--- config.mk ---
export PLATFORM = sky130hd
export DESIGN_NAME = servo_command_frame_receiver_core
export DESIGN_NICKNAME = d
export VERILOG_FILES = /design/src/design/scfr_pkg.sv /design/src/design/servo_command_frame_receiver_core.sv /design/src/design/scfr_ram.sv
export VERILOG_INCLUDE_DIRS = /design/src /design/src/design
export SDC_FILE = /design/constraint.sdc
export NUM_CORES = 1
export LEC_CHECK = 0
export BUFFER_PORTS_ARGS = -buffer_cell sky130_fd_sc_hd__buf_2
export CORE_MARGIN = 5
export CORE_UTILIZATION = 53
export CTS_BUF_LIST = sky130_fd_sc_hd__clkbuf_16
export DETAILED_ROUTE_END_ITERATION = 8
export PLACE_DENSITY = 0.85
export SYNTH_ARGS = -nofsm -noshare
export SYNTH_HDL_FRONTEND = slang
export SYNTH_HIERARCHICAL = 1
export SYNTH_SLANG_ARGS = --single-unit
--- constraint.sdc ---
create_clock -name clk -period 5.7 [get_ports clk]
set_clock_uncertainty 0.15 [all_clocks]
set_input_delay 0.57 -clock clk [delete_from_list [all_inputs] [get_ports clk]]
set_output_delay 0.57 -clock clk [all_outputs]
set_load 0.02 [all_outputs]
--- src/design/servo_command_frame_receiver_core_assert.svh ---
// Assertion macros for the servo command frame receiver.
`ifndef SERVO_COMMAND_FRAME_RECEIVER_CORE_ASSERT_SVH
`define SERVO_COMMAND_FRAME_RECEIVER_CORE_ASSERT_SVH
`ifndef ASSERT_OFF
// implication checked on every rising clk edge outside reset
`define SCFR_ASSERT_IMPL(label, ante, cons, msg) \
	label: assert property (@(posedge clk) disable iff (!arst_n) (ante) |-> (cons)) \
		else $error(msg);
// condition that never holds outside reset
`define SCFR_ASSERT_NEVER(label, cond, msg) \
	label: assert property (@(posedge clk) disable iff (!arst_n) !(cond)) \
		else $error(msg);
`else
`define SCFR_ASSERT_IMPL(label, ante, cons, msg)
`define SCFR_ASSERT_NEVER(label, cond, msg)
`endif
`endif

--- src/design/scfr_pkg.sv ---
// Shared types and constants of the servo command frame receiver.
package scfr_pkg;

	localparam int FRAME_LENGTH_DEF = 14;
	localparam int SERVO_COUNT      = 6;
	localparam int CKS_INDEX        = 9;
	localparam int SWITCH_INDEX     = 7;

	localparam logic [15:0] MIN_PULSE_RESET = 16'd20400;
	localparam logic [7:0]  POS_LIMIT       = 8'd157;

	localparam logic [7:0] CHAR_START  = 8'h43; // 'C'
	localparam logic [7:0] CHAR_E      = 8'h45; // 'E'
	localparam logic [7:0] CHAR_N      = 8'h4E; // 'N'
	localparam logic [7:0] CHAR_D      = 8'h44; // 'D'
	localparam logic [7:0] CHAR_RESYNC = 8'hFF;

	localparam logic [7:0] REPLY_NONE = 8'h00;
	localparam logic [7:0] REPLY_GOOD = 8'h47; // 'G'
	localparam logic [7:0] REPLY_CKS  = 8'h6B; // 'k'
	localparam logic [7:0] REPLY_SYNC = 8'h73; // 's'

	// per-byte result before the servo snapshot is attached
	typedef struct packed {
		logic [7:0] echo;
		logic       reply_valid;
		logic [7:0] reply;
		logic       in_sync;
	} res_t;

	// compare value for one channel: min_pulse - min(pos,157)*8, wraps at 16 bits
	function automatic logic [15:0] servo_value(input logic [15:0] min_pulse,
		input logic [7:0] pos);
		logic [7:0] p;
		p = (pos > POS_LIMIT) ? POS_LIMIT : pos;
		return min_pulse - {5'd0, p, 3'd0};
	endfunction

endpackage

--- src/design/servo_command_frame_receiver_core.sv ---
// Servo command frame receiver: byte echo, frame check and servo compare registers.
//
// Input: one received byte per word on in_valid/in_ready (rx_byte).
// Output: exactly one word per input byte on out_valid/out_ready, carrying the
//   echoed byte, the frame verdict ('G', 'k', 's', or 0 with reply_valid low),
//   the six servo compare values, both switch bits and the sync flag, all as
//   they stand after that byte.
// Config: cfg_we/cfg_wdata write min_pulse; it is used by the next
//   good frame. Write only while no word is in flight.
// Results: each result passes the result stage and the output register; the byte
//   that completes a good frame is held in the result stage until the sweep ends.
// Throughput: one byte per cycle while out_ready is high and no sweep runs. A byte
//   that completes a good frame starts a sweep: bytes 1..6 are read back from the
//   frame RAM through its one read port (six reads, registered read data), one
//   servo register per cycle, and in_ready stays low meanwhile.
// Stalls: a result stage sits between input and output register, so one more
//   byte is taken while the output waits; after that in_ready follows out_ready.
// Reset: in sync, byte count zero, E/N/D latches clear, servos and min_pulse at
//   20400, switches low. The frame RAM is not cleared: every byte that a verdict
//   uses is written earlier in the same frame.
`include "servo_command_frame_receiver_core_assert.svh"

module servo_command_frame_receiver_core #(
	parameter int FRAME_LENGTH = scfr_pkg::FRAME_LENGTH_DEF
) (
	input  logic        clk,
	input  logic        arst_n,
	input  logic        cfg_we,
	input  logic [15:0] cfg_wdata,
	input  logic        in_valid,
	output logic        in_ready,
	input  logic [7:0]  rx_byte,
	output logic        out_valid,
	input  logic        out_ready,
	output logic [7:0]  echo_byte,
	output logic        reply_valid,
	output logic [7:0]  reply_byte,
	output logic [15:0] servo_one,
	output logic [15:0] servo_two,
	output logic [15:0] servo_three,
	output logic [15:0] servo_four,
	output logic [15:0] servo_five,
	output logic [15:0] servo_six,
	output logic        switch_low,
	output logic        switch_high,
	output logic        in_sync
);

	localparam int CNT_W = $clog2(FRAME_LENGTH);
	localparam int SC    = scfr_pkg::SERVO_COUNT;
	localparam int SL_W  = $clog2(SC);
	localparam logic [CNT_W-1:0] CNT_LAST   = CNT_W'(FRAME_LENGTH - 1);
	localparam logic [CNT_W-1:0] CNT_CKS    = CNT_W'(scfr_pkg::CKS_INDEX);
	localparam logic [CNT_W-1:0] CNT_SWITCH = CNT_W'(scfr_pkg::SWITCH_INDEX);
	localparam logic [CNT_W-1:0] CNT_FIRST  = CNT_W'(1);
	localparam logic [SL_W-1:0]  SLOT_LAST  = SL_W'(SC - 1);

	// control state
	logic [15:0]      min_pulse_q;
	logic [CNT_W-1:0] cnt_q, nxt_cnt;
	logic             sync_q, nxt_sync;
	logic             seen_e_q, seen_n_q, seen_d_q;
	logic             nxt_e, nxt_n, nxt_d;
	logic [15:0]      servo_q [SC];
	logic [1:0]       switch_q;

	// running frame checks
	logic             b0_ok_q;
	logic [7:0]       xor_q;
	logic             cks_ok_q;
	logic [1:0]       sw_cand_q;

	// servo update sweep
	logic             busy_q;
	logic [SL_W-1:0]  rd_idx_q;
	logic             rd_done_q;
	logic             rd_vld_q;
	logic [SL_W-1:0]  rd_slot_q;
	logic             ram_re;
	logic [7:0]       ram_rdata;
	logic [CNT_W-1:0] ram_raddr;

	// pipeline
	scfr_pkg::res_t   res_s1, res_new;
	logic             res_valid_s1;
	logic             out_valid_q;
	scfr_pkg::res_t   out_res_q;
	logic [15:0]      out_servo_q [SC];
	logic [1:0]       out_switch_q;

	logic             acc, move, ram_we, start_sweep, cks_ok_now;
	logic [7:0]       verdict;

	assign move     = res_valid_s1 && !busy_q && (!out_valid_q || out_ready);
	assign in_ready = !busy_q && (!res_valid_s1 || move);
	assign acc      = in_valid && in_ready;

	assign cks_ok_now = (cnt_q == CNT_CKS) ? (xor_q == rx_byte) : cks_ok_q;

	// next control state for the accepted byte
	always_comb begin
		nxt_cnt     = cnt_q;
		nxt_sync    = sync_q;
		nxt_e       = seen_e_q;
		nxt_n       = seen_n_q;
		nxt_d       = seen_d_q;
		ram_we      = 1'b0;
		start_sweep = 1'b0;
		verdict     = scfr_pkg::REPLY_NONE;
		if (acc) begin
			if (sync_q) begin
				ram_we = 1'b1;
				if (cnt_q == CNT_LAST) begin
					nxt_cnt = '0;
					if (!b0_ok_q) begin
						verdict  = scfr_pkg::REPLY_SYNC;
						nxt_sync = 1'b0;
					end else begin
						nxt_e = 1'b0;
						nxt_n = 1'b0;
						nxt_d = 1'b0;
						if (cks_ok_now) begin
							verdict     = scfr_pkg::REPLY_GOOD;
							start_sweep = 1'b1;
						end else begin
							verdict = scfr_pkg::REPLY_CKS;
						end
					end
				end else begin
					nxt_cnt = cnt_q + CNT_FIRST;
				end
			end else if (rx_byte == scfr_pkg::CHAR_E || seen_e_q) begin
				// latches chain on the same byte and hold once set
				nxt_e = 1'b1;
				if (rx_byte == scfr_pkg::CHAR_N || seen_n_q) begin
					nxt_n = 1'b1;
					if (rx_byte == scfr_pkg::CHAR_D || seen_d_q) begin
						nxt_d = 1'b1;
						if (rx_byte == scfr_pkg::CHAR_RESYNC) begin
							nxt_cnt  = '0;
							nxt_sync = 1'b1;
						end
					end
				end
			end
		end
	end

	always_comb begin
		res_new.echo        = rx_byte;
		res_new.reply_valid = (verdict != scfr_pkg::REPLY_NONE);
		res_new.reply       = verdict;
		res_new.in_sync     = nxt_sync;
	end

	always_ff @(posedge clk or negedge arst_n) begin
		if (!arst_n) begin
			min_pulse_q <= scfr_pkg::MIN_PULSE_RESET;
			cnt_q       <= '0;
			sync_q      <= 1'b1;
			seen_e_q    <= 1'b0;
			seen_n_q    <= 1'b0;
			seen_d_q    <= 1'b0;
		end else begin
			if (cfg_we) begin
				min_pulse_q <= cfg_wdata;
			end
			cnt_q    <= nxt_cnt;
			sync_q   <= nxt_sync;
			seen_e_q <= nxt_e;
			seen_n_q <= nxt_n;
			seen_d_q <= nxt_d;
		end
	end

	// per-frame checks built up as the bytes go by
	always_ff @(posedge clk) begin
		if (acc && sync_q) begin
			if (cnt_q == '0) begin
				b0_ok_q <= (rx_byte == scfr_pkg::CHAR_START);
			end
			if (cnt_q == CNT_FIRST) begin
				xor_q <= rx_byte;
			end else if (cnt_q < CNT_CKS) begin
				xor_q <= xor_q ^ rx_byte;
			end
			if (cnt_q == CNT_CKS) begin
				cks_ok_q <= (xor_q == rx_byte);
			end
			if (cnt_q == CNT_SWITCH) begin
				sw_cand_q <= rx_byte[7:6];
			end
		end
	end

	// frame bytes; bytes 1..6 are read back after a good frame
	assign ram_re    = busy_q && !rd_done_q;
	assign ram_raddr = CNT_W'(rd_idx_q) + CNT_FIRST;

	scfr_ram #(
		.WIDTH(8),
		.DEPTH(FRAME_LENGTH)
	) u_frame_ram (
		.clk  (clk),
		.we   (ram_we),
		.waddr(cnt_q),
		.wdata(rx_byte),
		.re   (ram_re),
		.raddr(ram_raddr),
		.rdata(ram_rdata)
	);

	always_ff @(posedge clk or negedge arst_n) begin
		if (!arst_n) begin
			busy_q    <= 1'b0;
			rd_idx_q  <= '0;
			rd_done_q <= 1'b0;
			rd_vld_q  <= 1'b0;
			rd_slot_q <= '0;
			switch_q  <= 2'b00;
			for (int i = 0; i < SC; i++) begin
				servo_q[i] <= scfr_pkg::MIN_PULSE_RESET;
			end
		end else begin
			rd_vld_q  <= ram_re;
			rd_slot_q <= rd_idx_q;
			if (start_sweep) begin
				busy_q    <= 1'b1;
				rd_idx_q  <= '0;
				rd_done_q <= 1'b0;
			end else if (ram_re) begin
				rd_idx_q <= rd_idx_q + SL_W'(1);
				if (rd_idx_q == SLOT_LAST) begin
					rd_done_q <= 1'b1;
				end
			end
			if (rd_vld_q) begin
				servo_q[rd_slot_q] <= scfr_pkg::servo_value(min_pulse_q, ram_rdata);
				if (rd_slot_q == SLOT_LAST) begin
					busy_q   <= 1'b0;
					switch_q <= sw_cand_q;
				end
			end
		end
	end

	// result stage and output register
	always_ff @(posedge clk or negedge arst_n) begin
		if (!arst_n) begin
			res_valid_s1 <= 1'b0;
			out_valid_q  <= 1'b0;
		end else begin
			if (acc) begin
				res_valid_s1 <= 1'b1;
			end else if (move) begin
				res_valid_s1 <= 1'b0;
			end
			if (move) begin
				out_valid_q <= 1'b1;
			end else if (out_ready) begin
				out_valid_q <= 1'b0;
			end
		end
	end

	always_ff @(posedge clk) begin
		if (acc) begin
			res_s1 <= res_new;
		end
		if (move) begin
			out_res_q    <= res_s1;
			out_switch_q <= switch_q;
			for (int i = 0; i < SC; i++) begin
				out_servo_q[i] <= servo_q[i];
			end
		end
	end

	assign out_valid   = out_valid_q;
	assign echo_byte   = out_res_q.echo;
	assign reply_valid = out_res_q.reply_valid;
	assign reply_byte  = out_res_q.reply;
	assign in_sync     = out_res_q.in_sync;
	assign servo_one   = out_servo_q[0];
	assign servo_two   = out_servo_q[1];
	assign servo_three = out_servo_q[2];
	assign servo_four  = out_servo_q[3];
	assign servo_five  = out_servo_q[4];
	assign servo_six   = out_servo_q[5];
	assign switch_low  = out_switch_q[0];
	assign switch_high = out_switch_q[1];

	// the sweep owns the RAM; no frame byte may land while it reads
	`SCFR_ASSERT_NEVER(a_no_write_in_sweep, busy_q && ram_we, "frame RAM written during servo sweep")
	// the byte count never runs past the frame
	`SCFR_ASSERT_IMPL(a_cnt_range, sync_q, cnt_q <= CNT_LAST, "byte count beyond frame length")
	// a sweep only runs for a held good verdict
	`SCFR_ASSERT_IMPL(a_sweep_good, busy_q, res_valid_s1 && res_s1.reply == scfr_pkg::REPLY_GOOD, "servo sweep without good frame")

endmodule

--- src/design/scfr_ram.sv ---
// Generic single-port-write, single-port-read RAM with registered read data.
module scfr_ram #(
	parameter int WIDTH = 8,
	parameter int DEPTH = 16
) (
	input  logic                     clk,
	input  logic                     we,
	input  logic [$clog2(DEPTH)-1:0] waddr,
	input  logic [WIDTH-1:0]         wdata,
	input  logic                     re,
	input  logic [$clog2(DEPTH)-1:0] raddr,
	output logic [WIDTH-1:0]         rdata
);

	logic [WIDTH-1:0] mem [DEPTH];

	always_ff @(posedge clk) begin
		if (we) begin
			mem[waddr] <= wdata;
		end
		if (re) begin
			rdata <= mem[raddr];
		end
	end

endmodule
Word level (Yosys, flattened, before mapping)
Memory sizes are Yosys's and may differ from the RTL's. A register that Yosys moved wholly into a read port is not among the register bits.
Index checks and enable logic that the tools add are counted.
{ "word_totals": {"mem_count": 2, "regBits": 183, "word_cells": 155, "output_inout_bits": 118, "inputBits": 29, "mem_bits_rw": 208} }
{ "op_classes": {"bitwise_logic": 2, "muxes": 60, "reduce_logical": 36, "eq_ne": 14, "n_addsub": 4, "n_lt_le_gt_ge": 4} }
{ "memory_table": {"columns": ["name", "depth", "width", "read_ports", "rd_ports_with_merged_regs", "write_ports", "line", "text"], "rows": [
  ["u_frame_ram.mem", 14, 8, 1, 1, 1, "scfr_ram.sv:15", "logic [WIDTH-1:0] mem [DEPTH];"],
  ["out_servo_q", 6, 16, 6, 0, 6, "servo_command_frame_receiver_core.sv:88", "logic [15:0] out_servo_q [SC];"]
]} }
{ "op_table": {"columns": ["op", "count"], "rows": [
  ["96-bit bitwise mux", 1],
  ["16-bit demux with 3-bit select", 1],
  ["1-bit 2-to-1 mux", 41],
  ["8-bit by 7-bit equality test with 1-bit output, second input constant", 4],
  ["4-bit 2-to-1 mux", 6],
  ["8-bit 2-to-1 mux", 3],
  ["7-bit 2-to-1 mux", 3],
  ["2-bit nonzero test", 9],
  ["16-bit 2-to-1 mux", 1],
  ["16-bit by 11-bit subtractor with 16-bit output", 1],
  ["6-bit 2-to-1 mux", 2],
  ["2-bit AND reduction", 5],
  ["5-bit AND reduction", 2],
  ["4-bit equality test, second input constant", 2],
  ["8-bit equality test", 1],
  ["8-bit equality test, second input constant", 1],
  ["8-bit greater-than comparator, second input constant", 1],
  ["8-bit nonzero test", 1],
  ["8-bit bitwise XOR", 1],
  ["1-bit logical AND", 7],
  ["3-bit equality test, second input constant", 2],
  ["3-bit 2-to-1 mux", 2],
  ["6-bit AND reduction", 1],
  ["1-bit logical OR", 5],
  ["other kinds (13)", 17]
]} }

Logic depth before layout (Yosys ltp)
Gate-level depths: netlist (run 1).
{ "logic_depth": {"word_depth": 10, "ltp_mapped": 12, "depth_no_buf": 10} }

By module
The synthesis (run 1) kept the hierarchy.
{ "by_module_without_submodules": {"columns": ["mod", "n_inst", "seq_area_each_um2", "area_per_inst_um2", "cells_each"], "rows": [
  ["servo_command_frame_receiver_core", 1, 7603.5, 10613.9, 830],
  ["scfr_ram", 1, 3603.5, 4687.0, 210]
]} }

Worst setup path before layout (run 1)
Ideal clock, no wire load.
{ "synth_timing": {"kind": "flip-flop to flip-flop", "startpoint": "register out_valid_q, in the netlist out_valid", "endpoint": "register out_res_q, in the netlist echo_byte[0], enable pin", "path_slack_ps": -386, "stages_incl_launch_ff": 3, "required_time_ps": 4964, "path_buffers": 0, "t_arrival_ps": 5350, "cell_sequence": "dfrtp_1 -> nor2b_1 -> nor2_1"} }
{ "synth_via": {"elab_chain_cells": 3} }
{ "synth_rtl": {"columns": ["element", "line", "text"], "rows": [
  ["start: declaration", "servo_command_frame_receiver_core.sv:86", "logic out_valid_q;"],
  ["start signal: assignment", "servo_command_frame_receiver_core.sv:251", "out_valid_q <= 1'b0;"],
  ["start signal: assignment", "servo_command_frame_receiver_core.sv:259", "out_valid_q <= 1'b1;"],
  ["start signal: assignment", "servo_command_frame_receiver_core.sv:261", "out_valid_q <= 1'b0;"],
  ["1-bit logical NOT", "servo_command_frame_receiver_core.sv:94", "assign move = res_valid_s1 && !busy_q && (!out_valid_q || out_ready);"],
  ["1-bit logical OR", "servo_command_frame_receiver_core.sv:94", null],
  ["1-bit logical AND", "servo_command_frame_receiver_core.sv:94", null],
  ["via move", "servo_command_frame_receiver_core.sv:91", "logic acc, move, ram_we, start_sweep, cks_ok_now;"],
  ["end signal: assignment", "servo_command_frame_receiver_core.sv:271", "out_res_q <= res_s1;"],
  ["end: declaration", "servo_command_frame_receiver_core.sv:87", "scfr_pkg::res_t out_res_q;"]
]} }
The timed path passes the listed nets, and every way through them passes these cells.
A chain may end at the register's enable or synchronous reset.

Final worst setup path (run 1)
{ "layout_timing": {"startpoint": "register busy_q", "endpoint": "memory u_frame_ram.mem[0][2], enable pin"} }
{ "layout_via": {"elab_chain_cells": 9} }
{ "layout_rtl": {"columns": ["element", "line", "text"], "rows": [
  ["start: declaration", "servo_command_frame_receiver_core.sv:74", "logic busy_q;"],
  ["start signal: assignment", "servo_command_frame_receiver_core.sv:215", "busy_q <= 1'b0;"],
  ["start signal: assignment", "servo_command_frame_receiver_core.sv:228", "busy_q <= 1'b1;"],
  ["start signal: assignment", "servo_command_frame_receiver_core.sv:240", "busy_q <= 1'b0;"],
  ["1-bit logical NOT (*)", "servo_command_frame_receiver_core.sv:94, servo_command_frame_receiver_core.sv:95", null],
  ["1-bit logical AND (2 in series)", "servo_command_frame_receiver_core.sv:94", null],
  ["1-bit logical OR", "servo_command_frame_receiver_core.sv:95", "assign in_ready = !busy_q && (!res_valid_s1 || move);"],
  ["1-bit logical AND (*)", "servo_command_frame_receiver_core.sv:95", null],
  ["1-bit logical AND (*)", "servo_command_frame_receiver_core.sv:96", "assign acc = in_valid && in_ready;"],
  ["1-bit 2-to-1 mux (*)", "servo_command_frame_receiver_core.sv:110", "if (acc) begin"],
  ["via ram_we", "servo_command_frame_receiver_core.sv:91", null],
  ["1-bit 2-to-1 mux (*)", "scfr_ram.sv:18", "if (we) begin"],
  ["1-bit 2-to-1 mux (implied by the code) (*)", "scfr_ram.sv:19", "mem[waddr] <= wdata;"],
  ["end: declaration", "scfr_ram.sv:15", null]
]} }
The timed path passes the listed nets; every way through them passes the cells marked *.

==> results summary, run 1 <==
The buffer depth of the longest clock path came out at 3. The clock network burns 30.3% of the power. The root buffer cell chosen for the clock tree is sky130_fd_sc_hd__clkbuf_16. The initial utilization of the core area, before any placement, comes to 53.5%. The routed design uses 16,200 µm of met2 wire. The floorplan step set the die height to 180 µm. The repair_antennas step left the layout with diodes totalling 0. The setup fix buffers added after clock tree synthesis is 0.

In this run the standard cell core region covers 0.0286 mm². The reported net switching power came out at 2.55 mW. The cell area after synthesis is 0.0153 mm². The CTS buffer count came out at 39.

The ratio of total power to cell area came out at 471 mW/mm². The first-pass iteration count of the detailed router came out at 5. In this run the static leakage power is 6.87 nW. STA classifies the critical path endpoint as a register. The combined global-route utilization of all metal layers is 19.4%.

In this run the critical register-to-register path is captured at u_frame_ram/mem[0][2]. The number of DRC markers in iteration 0 is 732. The count of final setup violators is 0. The critical path required time came out at 5.69 ns. The worst register-to-register path begins at busy_q.

Entering global routing, the biggest net connects 110 pins. The net count after synthesis came out at 1,080. The switching share of power came out at 30.7%.

Among all flip-flop cells after synthesis, the most frequent one is sky130_fd_sc_hd__edfxtp_1. The clock latency on the worst-skew pair came out at 0.52 ns. The post-synthesis to final-layout area growth came out at 15.2%.

In the detailed route, the total length drawn on met3 is 2090 µm. TritonCTS built the clock tree. The portion of the clock cycle consumed by the worst path in the final layout came out at 58.9%.

For this run the aggregate overflow at the end of global routing stands at 0. Setup slack on the critical path of the routed design comes to 2.35 ns. After routing, the total negative slack on setup checks comes to 0 ns.

The uppermost layer routed is met4. The design draws 8.30 mW. For the pin with the worst max-slew slack, the measured transition is 1.38 ns. The width of the die came out at 180 µm. The average cell area after synthesis is 14.7 µm². Input and output buffers added on the ports amount to 145. The via count of the first global-routing pass came out at 9,144. The core utilization of the finished layout came out at 61.6%. The detailed-route wire length came out at 31,700 µm.

The share of flip-flops with an asynchronous set or reset is 33.8%. The flow ran to the end, and the final reports show no timing, DRC or antenna violations. The last weighted congestion value of the routability-driven placer is 0.828. The launching element type of the critical path is a register. The maximum VDD drop came out at 0.272 mV. The footprint of the flip-flops and latches came out at 0.0112 mm².

The biggest fanout along the worst timing path is 13. The share of the yosys chip area belonging to registers is 73.2%. The number of resized instances in the post-cts repair step came out at 0. The via density per instance came out at 5.67. The flip-flop and latch count after synthesis came out at 393.

In this run the most critical hold path is launched from cfg_wdata[2]. The portion of total power attributed to sequential cells is 46.6%. The setup slack of the most critical reg-to-reg path came out at 2.35 ns. The wire length of the first global-routing pass came out at 50,300 µm. For this block, wires on met1 add up to 12,700 µm. The pre-CTS setup slack is 2.26 ns. The final net count came out at 1,224. After detailed routing, the number of remaining DRC violations is 0. The number of enable-type register cells in the synthesized netlist came out at 260. The cell internal power dissipation is 5.75 mW. The fraction of final layout cells with drive strength greater than 1 came out at 25.1%. The number of levels in the clock H-tree came out at 2. The warning count from the yosys run is 6. The fill cell total of the finished layout came out at 2,051. The worst slew margin relative to its limit is 7.25%.

The class of the tightest hold or removal check is input pin to register. The peak clock frequency supported by timing is 298 MHz. Max-cap violations in this run came to 0.

The die footprint is 0.0324 mm². Row generation in the floorplan step produced 62 rows. In this run, distinct cell masters in the synthesized netlist total 55. The worst hold path depth is 2. The initial antenna violation count came out at 0. The path with the worst hold slack has its endpoint at min_pulse_q[2]. The count of nets left with antenna violations after detail routing is 0. The half-perimeter wire length after placement is 19,900 µm. The portion of total power attributed to combinational logic is 23.1%.

The worst setup path is of the register to register kind. The clock-pin slew on the worst setup and hold paths came out at 0.06 ns. Counting every sink on the clock net gives 393. The total area of multi-input combinational cells came out at 0.00381 mm².

In the final routed layout, each cell accounts on average for 19.8 µm. The post-route minimum period came out at 3.35 ns. For the worst setup path, the data arrival time is 3.34 ns.

147 I/O pins were placed. Setup repair after global routing left no endpoint under its margin. The number of hold violations in the final report came out at 0. The final max-slew violation count came out at 0. For the worst flop-to-flop path, the logic depth is 5. The number of vias after detailed routing is 9,063. The post-synthesis instance total is 1,040.
==> worst max path at each step <==
stage | from | end | slack (ns) | depth (start not counted)
2_1_floorplan | out_valid | echo_byte[0] | 1.51 | 2
3_5_place_dp | in_valid | u_frame_ram/mem[0][7] | 2.26 | 6
6_report | busy_q | u_frame_ram/mem[0][2] | 2.35 | 5
4_1_cts | busy_q | u_frame_ram/mem[0][2] | 2.35 | 5
3_3_place_gp | in_valid | u_frame_ram/mem[0][4] | 2.44 | 6
5_1_grt | busy_q | u_frame_ram/mem[0][7] | 2.16 | 5
==> per-layer routing <==
metal  track usage [%]  vias up
met4              5.61        0
met5                 0        -
met3              4.30       60
li1                  -     4110
met2              33.6      336
met1              24.7     4557
==> Yosys cell counts, types with 10 or more instances <==
library cell                 n  share of area [%]
sky130_fd_sc_hd__nor2_1     71                1.7
sky130_fd_sc_hd__mux2_2     21                1.5
sky130_fd_sc_hd__dfrtp_1    76                 12
sky130_fd_sc_hd__nand2b_1   12               0.49
sky130_fd_sc_hd__nand2_1   160                3.9
sky130_fd_sc_hd__nand3_1    36                1.2
sky130_fd_sc_hd__mux2i_1    20                1.3
sky130_fd_sc_hd__ha_1       10               0.82
sky130_fd_sc_hd__or4_1      13               0.64
sky130_fd_sc_hd__o21ai_0    56                1.8
sky130_fd_sc_hd__nor3_1     18               0.59
sky130_fd_sc_hd__xnor2_1    19                1.1
sky130_fd_sc_hd__a21oi_1    23               0.75
sky130_fd_sc_hd__mux4_1     23                3.9
sky130_fd_sc_hd__clkbuf_1   38               0.93
sky130_fd_sc_hd__o211ai_1   13               0.64
sky130_fd_sc_hd__dfstp_2    57                9.8
sky130_fd_sc_hd__inv_1      13               0.32
sky130_fd_sc_hd__a31oi_1    10               0.41
sky130_fd_sc_hd__edfxtp_1  260                 51
==> per-stage QoR <==
| step | cell area, µm² | hold WS [ns] | cells |
|---|---|---|---|
| floorplan | 15300 | 0.124 | 1040 |
| global placement | 16400 | 0.256 | 1526 |
| detailed placement | 16400 | 0.255 | 1526 |
| CTS | 17600 | 0.114 | 1599 |
| global route | 17600 | 0.119 | 1599 |
| finish | 17600 | 0.134 | 1599 |
==> what timing repair did <==
action	CTS	global route
hold buffers	1	0
setup endpoints to repair	0	0
endpoints found under the hold margin	21	0
==> kinds of logic (layout without fill, tap and decap cells) <==
group	Yosys count	after routing	share of synthesized area, %
compound gates	135	135	5.22
xor+xnor	23	23	1.32
fa+ha+maj	11	11	0.949
buf+inv	65	240	1.95
flops	393	393	73.2
mux	65	65	6.95
other cells	1	1	0.0245
simple gates	347	347	10.4
==> cells in the final DEF (no fill, tap or decap), types with 18 or more instances in the layout <==
master                      netlist  layout
sky130_fd_sc_hd__mux2i_1         20      20
sky130_fd_sc_hd__a21oi_1         23      23
sky130_fd_sc_hd__inv_1           13      19
sky130_fd_sc_hd__buf_2            5     144
sky130_fd_sc_hd__xnor2_1         19      19
sky130_fd_sc_hd__dfrtp_1         76      76
sky130_fd_sc_hd__mux2_2          21      21
sky130_fd_sc_hd__edfxtp_1       260     260
sky130_fd_sc_hd__nor3_1          18      18
sky130_fd_sc_hd__nor2_1          71      70
sky130_fd_sc_hd__o21ai_0         56      56
sky130_fd_sc_hd__mux4_1          23      23
sky130_fd_sc_hd__nand2_1        160     160
sky130_fd_sc_hd__dfstp_2         57      57
sky130_fd_sc_hd__clkbuf_16        0      40
sky130_fd_sc_hd__nand3_1         36      36
==> power groups by stage <==
stage | clock (mW) | combinational [mW] | sequential (mW)
floorplan | 0 | 1.04 | 4.20
global placement | 0 | 1.86 | 3.89
detailed placement | 0 | 1.91 | 3.92
CTS | 2.55 | 1.92 | 3.87
global route | 2.69 | 2.05 | 3.91
finish | 2.51 | 1.92 | 3.87
==> registers in the layout, indices dropped and copies added, names as in the netlist, 2 cells and up <==
register,cells
rd_idx_q,3
sw_cand_q,2
out_servo_q,96
cnt_q,4
u_frame_ram/rdata,8
echo_byte,8
out_switch_q,2
min_pulse_q,16
servo_q,96
res_s1,15
reply_byte,5
xor_q,8
rd_slot_q,3
switch_q,2
u_frame_ram/mem,112
==> worst max-delay path: stages, from the launching register on <==
cell and delay, ns:
sky130_fd_sc_hd__dfrtp_1 0.47, sky130_fd_sc_hd__nor2b_1 0.22, sky130_fd_sc_hd__nand3_1 0.37, sky130_fd_sc_hd__inv_1 0.31, sky130_fd_sc_hd__or3b_2 0.53, sky130_fd_sc_hd__nor3_1 0.91
==> layout make-up <==
| class | instances | share of cell area (%) |
|---|---|---|
| multi-input combinational | 582 | 21.6 |
| tap | 384 | 2.72 |
| clock buffer | 40 | 5.68 |
| sequential | 393 | 63.6 |
| clock inverter | 32 | 1.52 |
| inverter | 13 | 0.277 |
| timing repair buffer | 155 | 4.64 |
Note: power is estimated with default switching activity, not from simulation.
==> run 2: changes to the inputs <==
- clock period: 5.7 -> 3.04 ns (I/O delays scaled with it)
==> run 2 against run 1 <==
Net effect:
- wire length grew 4.4%
- maximum frequency up 17%
- sequential power grew 87%
- first-iteration DRC count up 34%
- total power is 85% higher
- register-to-register slack lost 2.2 ns
- non-clock buffer count grew 40
- final area is 1.6% higher
- worst setup slack lost 2.2 ns
- combinational power up 94%
- clock power increased by 75%
- count of clock-buffer cells in the layout fell by 1
- critical path type unchanged
==> results summary, run 2 (same netlist as run 1, synthesis figures left out) <==
The portion of total power attributed to combinational logic came out at 24.2%. The pin count of the biggest net entering global routing is 114. The area of the placeable core is 0.0286 mm². The fraction of final layout cells with drive strength greater than 1 came out at 26.0%. The wire length of the first global-routing pass came out at 52,900 µm.

The peak clock frequency supported by timing came out at 349 MHz. Leaving out fill and tap cells, the most frequent cell in the layout is sky130_fd_sc_hd__edfxtp_1. The final max-slew violation count came out at 0. In this run the critical register-to-register path is launched from u_frame_ram/rdata[6]. In the routed design, unresolved DRC markers number 0. For this configuration, the core starts out at a cell density of 53.5%. The critical path is of the register to register type.

The final net count came out at 1,264. For this block, wires on met1 add up to 12,800 µm. The cell internal power dissipation came out at 10.6 mW. After filler insertion, the fill cell instance count of the layout stands at 1,985.

The combined global-route utilization of all metal layers is 20.3%. The initial antenna violation count came to 0. At the worst endpoint, the required time is 3.28 ns. Sequential cells account for 47.1% of the total power. The met2 wire length came out at 16,700 µm. The detailed-route wire length came out at 33,000 µm. The critical path starts at u_frame_ram/rdata[6]. Counting flops per register, the top entry is u_frame_ram/mem. Walking the worst path, the cells encountered are nor2_1 > a21oi_2 > or2_2 > ha_1 > fa_1 > nor2b_2 > o2111ai_2 > a31oi_2 > buf_6 > buf_12 > or4_1 > nand3_1. The signal arrival time at the worst endpoint is 3.11 ns. The die outline height is 180 µm. The post-layout worst setup margin is 0.171 ns. The CTS buffer count came out at 39.

The first detailed-routing pass ran for 6 iterations. The flip-flop count of the largest register after layout came out at 112. The clock network burns 28.7% of the power. The clock tree from TritonCTS is built. The boundary pin count came out at 147.

On the critical path, the stage with the largest delay is an instance of sky130_fd_sc_hd__fa_1. Clock-pin slew was measured on the worst setup and hold paths at 0.06 ns. The setup fix buffers added after clock tree synthesis is 0. The CTS sink count came out at 393.

The routed length per placed instance is 20.2 µm. The number of hold violations in the final report is 0. At the end of routability-driven placement, the weighted congestion stood at 0.825.

The run finished with clean final reports. The post-synthesis to final-layout area growth came out at 17.1%. The uppermost layer routed is met4. The count of input and output buffers is 145.

The standard-cell row count is 62. The half-perimeter wire length after placement came out at 21,400 µm. The ratio of total power to cell area came out at 857 mW/mm². Setup repair after global routing left no endpoint under its margin. The highest cell delay on the worst timing path came out at 0.42 ns.

The worst slew margin relative to its limit came out at 31.6%. The number of maximum-capacitance constraint violations is 0. Setup total negative slack on the finished layout was measured at 0 ns. The reported net switching power came out at 4.71 mW.

The number of antenna cells inserted came out at 0. In the layout the commonest cells are sky130_fd_sc_hd__edfxtp_1 (260), sky130_fd_sc_hd__nand2_1 (160), sky130_fd_sc_hd__buf_2 (144). The pre-CTS setup slack came out at 0.00646 ns.

The number of levels in the clock H-tree came out at 2. The number of DRC markers in iteration 0 is 983. The portion of the clock cycle consumed by the worst path in the final layout is 94.4%. The class of the tightest hold or removal check is input pin to register. The count of nets left with antenna violations after detail routing is 0. The buffer depth of the longest clock path is 3.

The clock latency on the worst-skew pair is 0.52 ns. The via count of the first global-routing pass is 9,418. The post-route minimum period came out at 2.87 ns. The total congestion overflow after global routing came out at 0.

The die footprint came out at 0.0324 mm². STA classifies the critical path startpoint as a register. The count of final setup violators came out at 0.

The cell sitting at the root of the clock tree is a sky130_fd_sc_hd__clkbuf_16. The maximum VDD drop came out at 0.590 mV. In this run the most critical hold path is launched from out_ready. Along the worst path, the maximum fanout reaches 17.

The number of vias after detailed routing is 9,443. The cell class contributing the biggest share of worst-path delay is simple AND/OR/NAND/NOR gates. The standby leakage power is 7.02 nW.

Using the TritonRoute via totals, the vias-per-cell ratio works out to 5.77. The sum of buffers and inverters on the critical path is 2. The slew at the pin with the worst max-slew slack is 1.02 ns. The width of the die came out at 180 µm. The largest registers in the layout are u_frame_ram/mem: 112 flops, out_servo_q: 96 flops, servo_q: 96 flops. STA classifies the critical path endpoint as a register.

The amount of wire on met3 after detailed routing came out at 2770 µm. Of the total power, the share spent switching nets is 30.7%.
[run 2: changes by cell type in the layout (fill, tap and decap cells not counted), moves of 2 or more]
cell	change
sky130_fd_sc_hd__dlygate4sd3_1	+16
sky130_fd_sc_hd__bufinv_16	-2
sky130_fd_sc_hd__clkinv_1	+5
sky130_fd_sc_hd__buf_4	+21
sky130_fd_sc_hd__clkinv_2	-4
sky130_fd_sc_hd__buf_12	+2
[run 2: repair_timing]
item,in CTS,in global routing
resized for setup,1,6
endpoints found under the hold margin,54,0
pin swaps,0,2
setup endpoints to repair,1,16
hold buffers,17,0
[run 2: area by class of cell]
| cell class | count | area [µm²] | area share (%) |
|---|---|---|---|
| clock buffers | 39 | 976 | 5.45 |
| clock inverters | 30 | 186 | 1.04 |
| inverters | 13 | 48.8 | 0.272 |
| multi-input cells | 582 | 3830 | 21.4 |
| flip-flops and latches | 393 | 11200 | 62.5 |
| well taps | 384 | 480 | 2.68 |
| repair buffers | 195 | 1190 | 6.63 |
[run 2: routing by layer]
layer / global-route usage, % / vias to the layer above
met5: 0 / -
met4: 5.58 / 0
met3: 4.28 / 69
met2: 34.1 / 508
met1: 27.1 / 4661
li1: - / 4205
[run 2: path summary, 6_finish.rpt]
path / endpoint / slack, ns / cells after the start
min in group asynchronous: servo_q[61] / 0.26 / 2
setup reg to reg: servo_q[45] / 0.17 / 12
max in group asynchronous: sync_q / 1.63 / 3
hold reg to reg: reply_valid / 0.26 / 0
setup / recovery: servo_q[45] / 0.17 / 12
hold / removal: out_valid / 0.05 / 3
[run 2: through the flow]
stage / hold WS [ns] / std cells / utilization (%) / area [µm²] / total power, mW
floorplan: -0.142 / 1040 / - / 15300 / 9.80
global placement: 0.241 / 1550 / 57.9 / 16600 / 10.9
detailed placement: 0.246 / 1550 / 57.9 / 16600 / 11.0
CTS: 0.0285 / 1636 / 62.5 / 17900 / 15.5
global route: 0.0510 / 1636 / 62.6 / 17900 / 16.1
finish: 0.0463 / 1636 / 62.6 / 17900 / 15.4
[run 2: power groups by stage]
stage / sequential, mW / clock (mW) / combinational, mW
floorplan: 7.84 / 0 / 1.96
global placement: 7.27 / 0 / 3.58
detailed placement: 7.33 / 0 / 3.68
CTS: 7.23 / 4.48 / 3.74
global route: 7.31 / 4.75 / 4.01
finish: 7.23 / 4.40 / 3.72
[run 2: tightest hold or removal path, delay by kind of cell]
kind | cells | cell delay (ns)
simple gates | 2 | 0.25
buf+inv | 1 | 0.11
